===== src/hdl/ddmw_pkg.sv =====
package ddmw_pkg;

  localparam logic [1:0] ACT_DRIVE = 2'd0;
  localparam logic [1:0] ACT_DOME  = 2'd1;
  localparam logic [1:0] ACT_STOP  = 2'd2;
  localparam logic [1:0] ACT_TICK  = 2'd3;

  localparam int unsigned SpeedLimit  = 100;
  localparam int unsigned DutyFull    = 255;
  // 255 * ceil(2^19 / 100): floor(mag * 255 / 100) == (mag * DutyRecip) >> 19 for mag <= 100
  localparam int unsigned DutyRecip   = 1336965;
  localparam int unsigned DutyShift   = 19;
  localparam logic [15:0] TIMEOUT_RST = 16'd500;
  localparam logic [15:0] IDLE_MAX    = 16'hFFFF;

  typedef struct packed {
    logic [1:0]        action;
    logic signed [7:0] stick_x;
    logic signed [7:0] stick_y;
    logic signed [7:0] dome_speed;
  } in_word_t;

  typedef struct packed {
    logic       left_reverse;
    logic [7:0] left_duty;
    logic       right_reverse;
    logic [7:0] right_duty;
    logic       dome_reverse;
    logic [7:0] dome_duty;
    logic       any_active;
    logic       timed_out;
  } out_word_t;

  typedef struct packed {
    logic       reverse;
    logic [7:0] duty;
    logic       nonzero;
  } motor_t;

  // clamp a 9-bit signed speed to +-100 and turn it into direction and duty
  function automatic motor_t speed_to_motor(logic signed [8:0] s);
    logic signed [8:0] lim;
    logic [6:0]        mag;
    logic [27:0]       prod;
    motor_t            m;
    lim = s;
    if (s > 9'sd100) begin
      lim = 9'sd100;
    end else if (s < -9'sd100) begin
      lim = -9'sd100;
    end
    mag       = lim[8] ? 7'(-lim) : 7'(lim);
    prod      = 28'(mag) * 28'(DutyRecip);
    m.reverse = lim[8];
    m.duty    = prod[DutyShift+7:DutyShift];
    m.nonzero = (mag != 7'd0);
    return m;
  endfunction

endpackage


===== src/hdl/differential_drive_mixer_watchdog_core.sv =====
// channel  direction  valid       stall        payload
// in       input      in_valid_i  in_stall_o   in_word_i  (ddmw_pkg::in_word_t)
// out      output     out_valid_o out_stall_i  out_word_o (ddmw_pkg::out_word_t)
// cfg      input      cfg_we_i    -            cfg_wdata_i (timeout_ms)
//
// one word per cycle while in_stall_o is low; its result shows in the cycle after acceptance
// the result register is the only stage and also holds the motor state
// in_stall_o is high only while a result is held and out_stall_i is high
// reset clears all motor state and the idle counter, timeout_ms goes to 500
module differential_drive_mixer_watchdog_core (
  input  logic                 clk_i,
  input  logic                 rst_ni,
  input  logic                 in_valid_i,
  output logic                 in_stall_o,
  input  ddmw_pkg::in_word_t   in_word_i,
  output logic                 out_valid_o,
  input  logic                 out_stall_i,
  output ddmw_pkg::out_word_t  out_word_o,
  input  logic                 cfg_we_i,
  input  logic [15:0]          cfg_wdata_i
);
  import ddmw_pkg::*;

  logic        out_valid_q;
  logic [15:0] timeout_q;
  logic [15:0] idle_q, idle_d;
  motor_t      left_q, left_d, right_q, right_d, dome_q, dome_d;
  logic        drive_on_q, drive_on_d, dome_on_q, dome_on_d;
  logic        fired_q, fired_d;
  logic        in_acc;
  logic [15:0] idle_inc;
  motor_t      left_m, right_m, dome_m;

  assign in_stall_o = out_valid_q && out_stall_i;
  assign in_acc     = in_valid_i && !in_stall_o;

  assign left_m  = speed_to_motor(9'(in_word_i.stick_y) + 9'(in_word_i.stick_x));
  assign right_m = speed_to_motor(9'(in_word_i.stick_y) - 9'(in_word_i.stick_x));
  assign dome_m  = speed_to_motor(9'(in_word_i.dome_speed));
  assign idle_inc = (idle_q == IDLE_MAX) ? idle_q : idle_q + 16'd1;

  always_comb begin
    left_d     = left_q;
    right_d    = right_q;
    dome_d     = dome_q;
    drive_on_d = drive_on_q;
    dome_on_d  = dome_on_q;
    idle_d     = idle_q;
    fired_d    = 1'b0;
    case (in_word_i.action)
      ACT_DRIVE: begin
        left_d     = left_m;
        right_d    = right_m;
        drive_on_d = left_m.nonzero || right_m.nonzero;
        idle_d     = '0;
      end
      ACT_DOME: begin
        dome_d    = dome_m;
        dome_on_d = dome_m.nonzero;
        idle_d    = '0;
      end
      ACT_STOP: begin
        left_d     = '0;
        right_d    = '0;
        dome_d     = '0;
        drive_on_d = 1'b0;
        dome_on_d  = 1'b0;
      end
      ACT_TICK: begin
        idle_d = idle_inc;
        // increment first, then compare against the timeout
        if ((drive_on_q || dome_on_q) && idle_inc >= timeout_q) begin
          left_d     = '0;
          right_d    = '0;
          dome_d     = '0;
          drive_on_d = 1'b0;
          dome_on_d  = 1'b0;
          fired_d    = 1'b1;
        end
      end
      default: begin
        idle_d = idle_q;
      end
    endcase
  end

  always_ff @(posedge clk_i or negedge rst_ni) begin
    if (!rst_ni) begin
      out_valid_q <= 1'b0;
      timeout_q   <= TIMEOUT_RST;
      idle_q      <= '0;
      left_q      <= '0;
      right_q     <= '0;
      dome_q      <= '0;
      drive_on_q  <= 1'b0;
      dome_on_q   <= 1'b0;
      fired_q     <= 1'b0;
    end else begin
      if (cfg_we_i) begin
        timeout_q <= cfg_wdata_i;
      end
      if (in_acc) begin
        out_valid_q <= 1'b1;
        idle_q      <= idle_d;
        left_q      <= left_d;
        right_q     <= right_d;
        dome_q      <= dome_d;
        drive_on_q  <= drive_on_d;
        dome_on_q   <= dome_on_d;
        fired_q     <= fired_d;
      end else if (!out_stall_i) begin
        out_valid_q <= 1'b0;
      end
    end
  end

  // the result word mirrors the state left by the last accepted word
  assign out_valid_o              = out_valid_q;
  assign out_word_o.left_reverse  = left_q.reverse;
  assign out_word_o.left_duty     = left_q.duty;
  assign out_word_o.right_reverse = right_q.reverse;
  assign out_word_o.right_duty    = right_q.duty;
  assign out_word_o.dome_reverse  = dome_q.reverse;
  assign out_word_o.dome_duty     = dome_q.duty;
  assign out_word_o.any_active    = drive_on_q || dome_on_q;
  assign out_word_o.timed_out     = fired_q;

  a_stop_clears: assert property (@(posedge clk_i) disable iff (!rst_ni)
    in_acc && in_word_i.action == ACT_STOP |=>
      !out_word_o.any_active && out_word_o.left_duty == 8'd0 &&
      out_word_o.right_duty == 8'd0 && out_word_o.dome_duty == 8'd0)
    else $error("stop left a channel running");

  a_cmd_clears_idle: assert property (@(posedge clk_i) disable iff (!rst_ni)
    in_acc && (in_word_i.action == ACT_DRIVE || in_word_i.action == ACT_DOME) |=>
      idle_q == 16'd0)
    else $error("command did not clear idle counter");

  a_fire_stops: assert property (@(posedge clk_i) disable iff (!rst_ni)
    out_valid_q && fired_q |->
      !drive_on_q && !dome_on_q && left_q.duty == 8'd0 &&
      right_q.duty == 8'd0 && dome_q.duty == 8'd0)
    else $error("timeout did not stop all channels");

  a_fire_needs_tick: assert property (@(posedge clk_i) disable iff (!rst_ni)
    in_acc && in_word_i.action != ACT_TICK |=> !fired_q)
    else $error("timeout flagged on a non-tick word");

endmodule

===== config.mk =====
export PLATFORM = sky130hd
export DESIGN_NAME = differential_drive_mixer_watchdog_core
export DESIGN_NICKNAME = d
export VERILOG_FILES = /design/src/hdl/ddmw_pkg.sv /design/src/hdl/differential_drive_mixer_watchdog_core.sv
export SDC_FILE = /design/constraint.sdc
export NUM_CORES = 1
export LEC_CHECK = 0
export ABC_AREA = 1
export BUFFER_PORTS_ARGS = -buffer_cell sky130_fd_sc_hd__buf_2
export CORE_MARGIN = 8
export CORE_UTILIZATION = 25
export DETAILED_ROUTE_END_ITERATION = 7
export GPL_TIMING_DRIVEN = 0
export PLACE_DENSITY = 0.39
export SETUP_SLACK_MARGIN = 0.05
export SLEW_MARGIN = 20
export SYNTH_ARGS = -nofsm -noshare
export SYNTH_HDL_FRONTEND = slang
export SYNTH_SLANG_ARGS = --single-unit

===== constraint.sdc =====
create_clock -name clk_i -period 7.05 [get_ports clk_i]
set_input_delay 0.3525 -clock clk_i [delete_from_list [all_inputs] [get_ports clk_i]]
set_output_delay 0.3525 -clock clk_i [all_outputs]
set_load 0.05 [all_outputs]

# Yosys cells after proc, flatten, opt, wreduce, memory -nomap -nowiden
# Index checks and enable logic that the tools add are counted.
# op_classes
reduce_logical,17
n_lt_le_gt_ge,7
eq_ne,6
multipliers,3
add_sub_neg,6
n_mux,22
# ops
cell,n
10-bit case mux with 3 select lines,3
"7-bit by 21-bit multiplier with 27-bit output, second input constant",3
9-bit two-way mux,6
16-bit case mux with 2 select lines,1
7-bit two-way mux,3
7-bit negation,3
7-bit nonzero test,3
"9-bit by 8-bit greater-than comparator with 1-bit output, second input constant",2
"9-bit by 8-bit less-than comparator with 1-bit output, second input constant",2
"16-bit by 1-bit adder with 16-bit output, second input constant",1
"16-bit equality test, second input constant",1
16-bit >= comparator,1
16-bit two-way mux,1
10-bit two-way mux,1
8-bit by 8-bit adder with 9-bit output,1
8-bit by 8-bit subtractor with 9-bit output,1
"8-bit greater-than comparator, second input constant",1
"8-bit less-than comparator, second input constant",1
1-bit case mux with 3 select lines,2
3-bit AND reduction,2
3-bit nonzero test,2
1-bit two-way mux,5
"2-bit equality test, second input constant",2
1-bit logical AND,3
9 further kinds,10
# word_totals
elab_cells,73
regBits,63
output_inout_bits,31

# Depth between registers and ports, before layout
# logic_depth
depth_word,9
ltp_mapped,40
ltp_nobuf,40

# Worst setup path before layout
# OpenSTA, ideal clock, no wires.
# synth_path
kind,input-to-reg
from,input in_word_i[8] in the netlist's numbering
to,register left_q (netlist bit out_word_o[25])
required_ns,6.928
n_path_buf,0
t_arrival_ns,6.046
path_stages,31
setup_slack_ns,0.882
path_cell_list,ha_1 -> fa_1 -> nand3_1 -> nand3_1 -> nand2_1 -> a22oi_2 -> a311o_1 -> ha_1 -> nor2_1 -> nand2_4 -> ha_1 -> nand4_2 -> nand2_1 -> xor2_2 -> inv_1 -> nor2_1 -> nor2_1 -> ha_1 -> fa_1 -> inv_1 -> fa_1 -> inv_1 -> ha_1 -> nand2_1 -> nor3_1 -> a221oi_1 -> o21ai_0 -> a31oi_1 -> nand2_1 -> o21ai_1 -> o21ai_1
# synth_via
elab_chain_len,8
elab_cells_between_ends,9
classes_between,add/sub: 2; mul: 1; order compare: 2; mux: 4
# synth_rtl
item,line_no,source
start: declaration,differential_drive_mixer_watchdog_core.sv:15,"input ddmw_pkg::in_word_t in_word_i,"
8-bit by 8-bit adder with 9-bit output (*),differential_drive_mixer_watchdog_core.sv:37,assign left_m = speed_to_motor(9'(in_word_i.stick_y) + 9'(in_word_i.stick_x));
9-bit by 8-bit less-than comparator with 1-bit output,ddmw_pkg.sv:49,end else if (s < -9'sd100) begin
9-bit two-way mux,ddmw_pkg.sv:49,
9-bit two-way mux (*),ddmw_pkg.sv:47,if (s > 9'sd100) begin
7-bit negation,ddmw_pkg.sv:52,mag = lim[8] ? 7'(-lim) : 7'(lim);
7-bit two-way mux (*),ddmw_pkg.sv:52,
7-bit by 21-bit multiplier with 27-bit output (*),ddmw_pkg.sv:53,prod = 28'(mag) * 28'(DutyRecip);
10-bit case mux with 3 select lines (*),differential_drive_mixer_watchdog_core.sv:50,case (in_word_i.action)
end signal: assignment,differential_drive_mixer_watchdog_core.sv:105,left_q <= left_d;
end: declaration,differential_drive_mixer_watchdog_core.sv:27,"motor_t left_q, left_d, right_q, right_d, dome_q, dome_d;"
# Every way passes the cells marked *; elsewhere a longest branch is shown, timed or not.
# A chain may end at the register's enable or synchronous reset.

# Worst setup path after layout
# Same ends and word-level chain as after synthesis.

==> results.md <==
* Outcome: complete, no violations
* Worst hold stages at 3
* Most common cell after layout, fill and taps aside: nand2_1
* Ant diodes at 0
* Ratio of cells with drive above 1 in the final layout at 11.5%
* WP data arrival at 6.78 ns
* Max incr delay on CP at 0.45 ns
* Cells after synthesis at 1,492
* Reg2Reg Depth at 28
* Main synth FF type: dfrtp_1
* GPL Wtd Cong at 0.878
* Post-Syn Nets at 1,787
* R2r startpoint: idle_q[0]
* Slew HR at 36.1%
* Final Cell Area at 0.0121 mm²
* Clock slew at reported path FFs at 0.06 ns
* Root buf cell: clkbuf_16
* Most frequent cells in the layout: 303 x nand2_1, 273 x inv_1, 205 x ha_1, 105 x nor2_1, 89 x nand3_1
* Total Wirelength at 30,700 µm
* Die area at 0.0488 mm²
* Slowest cell on crit path: fa_1
* # rows at 75
* Core ar. at 0.0417 mm²
* EDFF count, synth at 0
* Final hold slack at 0.224 ns
* Mapped Area at 0.0105 mm²
* Unrepaired setup endpoints after global routing: no
* Compound-Gate Fraction of Synth Area at 13.6%
* Crit path time final at 6.56 ns
* Post-route DRC at 0
* Drt initial violations at 403
* CTS HTree Levels at 3
* Hold Crit Endpoint: timeout_q[14]
* Worst slew pin tran at 0.949 ns
* Die Wd at 221 µm
* Critical path class: in -> reg
* TritonCTS clock tree: done
* Vias in the first global route at 10,000
* Distinct cells, synth at 61
* HPWL after DPL at 27,000 µm
* Slew Limit Fails at 0
* Routed Antenna Nets at 0
* Register area share after synthesis at 15.1%
* Mux cell area share after synthesis at 0.107%
* Global route overflow at 0
* Maximum number of pins on one net before global-route repair at 43
* Overall global routing resource usage at 12.6%
* #FFs+latches synth at 63
* Main combinational cell family by area after synthesis: adder cells
* R2R Setup Slk at 2.42 ns
* First-pass GRT wire length at 51,400 µm
* Maxcap violations at 0
* Final period utilization at 93.1%
* DR pass1 iterations at 5
* Fin nets at 1,880
* Drt wl/cell at 14.4 µm
* Synth-to-Final Area Change at 15.2%
* Clock sink total at 63
* Clk_lat worst skew at 0.34 ns
* Port Buffers at 76
* Worst Path Max Fanout at 5
* Fill count at 4,592
* Die Height at 221 µm
* Initial antenna violation count at 0
* Setup_tns at 0 ns
* CTS buffer count at 9
* F_max at 152 MHz
* Setup violators final at 0
* I/O Pins at 78
* Startpoint Class: input port
* Worst Hold Launch: cfg_wdata_i[14]
* Vias per cell at 4.54
* Ys async rst share at 100%
* Crit-path most repeated cell: nand2_1
* Max clock buf depth at 2
* Routed via count at 9,657
* Adder-Cell Fraction of Synth Area at 32.5%
* Starting Density at 25.2%
* Placement Cell Area at 0.0116 mm²
* Final Hold Fails at 0
* Worst Setup End Kind: flip-flop
* Worst EP required at 7.27 ns
* Reg-to-reg endpoint: drive_on_q
* Hold Crit Class: in -> reg
* Post-synthesis simple-gate area fraction at 25.5%
* Syn avg cell area at 7.04 µm²
* Worst Skew at 0.0137 ns
* Synthesis Warnings at 0
* XOR/XNOR share of the synthesized area at 1.82%
worst max path at each step:
stage / start / endpoint / depth (start not counted)
after CTS: in_word_i[8] / out_word_o[25] / 32
after floorplan: in_word_i[8] / out_word_o[25] / 31
after global routing: in_word_i[17] / out_word_o[27] / 37
final: in_word_i[8] / out_word_o[25] / 34
after global placement: in_word_i[8] / out_word_o[25] / 30
after detailed placement: in_word_i[8] / out_word_o[25] / 34
sequential cells by signal (all words and copies together) (netlist names):
| signal | flops |
|---|---|
| dome_on_q | 1 |
| drive_on_q | 1 |
| timeout_q | 16 |
| fired_q | 1 |
| out_valid_o | 1 |
| out_word_o | 27 |
| idle_q | 16 |
cell families (layout without fill, tap and decap cells):
family,after synthesis,count (layout)
xor+xnor,21,21
flops,63,63
fa+ha+maj,248,248
simple gates,610,610
mux,1,1
compound gates,243,243
buf+inv,306,404
metal layers:
metal	GRT usage, %	share of wire (%)	vias to the layer above
li1	-	-	5107
met1	16.5	49	4409
met2	22.2	47	115
met3	1.52	2.0	26
met4	2.32	1.3	0
met5	0	0	-
final cells by class:
class | count | area, µm² | area share (%)
tap | 539 | 674 | 5.57
clock buffer | 9 | 225 | 1.86
multi-input combinational | 1123 | 7820 | 64.7
inverter | 291 | 1100 | 9.06
sequential | 63 | 1580 | 13.1
buffer | 15 | 103 | 0.848
timing repair buffer | 82 | 450 | 3.72
clock inverter | 7 | 145 | 1.20
cell usage after synthesis (7+ instances only):
| library cell | instances | area, µm² |
|---|---|---|
| nand3_1 | 89 | 445 |
| nor3_1 | 41 | 205 |
| dfrtp_1 | 57 | 1430 |
| o21ai_0 | 81 | 405 |
| o22ai_1 | 10 | 62.6 |
| fa_1 | 41 | 821 |
| a31oi_1 | 15 | 93.8 |
| inv_2 | 15 | 56.3 |
| nand2_2 | 7 | 43.8 |
| ha_1 | 207 | 2590 |
| xor2_1 | 17 | 149 |
| nor2_1 | 110 | 413 |
| o21ai_1 | 12 | 60.1 |
| or2_2 | 10 | 62.6 |
| clkbuf_1 | 7 | 26.3 |
| a21o_1 | 9 | 67.6 |
| nand4_1 | 28 | 175 |
| a21oi_1 | 73 | 365 |
| inv_1 | 274 | 1030 |
| nand2_1 | 303 | 1140 |
per-stage QoR:
stage	setup WS [ns]	utilization, %	instances
after CTS	0.175	28.8	2125
after floorplan	0.882	-	1492
after detailed placement	-0.300	27.8	2108
after global routing	0.0797	29.0	2129
after global placement	-0.320	27.7	2107
final	0.488	29.0	2129
worst max-delay path: cells and delay by family:
family | cells | cell delay (ns)
AO/OA/AOI/OAI | 8 | 1.36
AND/OR/NAND/NOR | 14 | 1.81
adder cells (fa/ha/maj) | 8 | 2.73
buffers and inverters | 4 | 0.54
repair_timing:
| action | in CTS | in global routing |
|---|---|---|
| endpoints found under the hold margin | 17 | 0 |
| setup buffers | 0 | 4 |
| hold buffers | 1 | 0 |
| setup endpoints to repair | 1 | 13 |
| gates resized for setup | 2 | 19 |
| cloned | 0 | 0 |
| pin swaps | 0 | 2 |
Power is left out: the tool's default activity adds up to more than one toggle a clock period on the data nets, which glitch-free logic cannot reach.
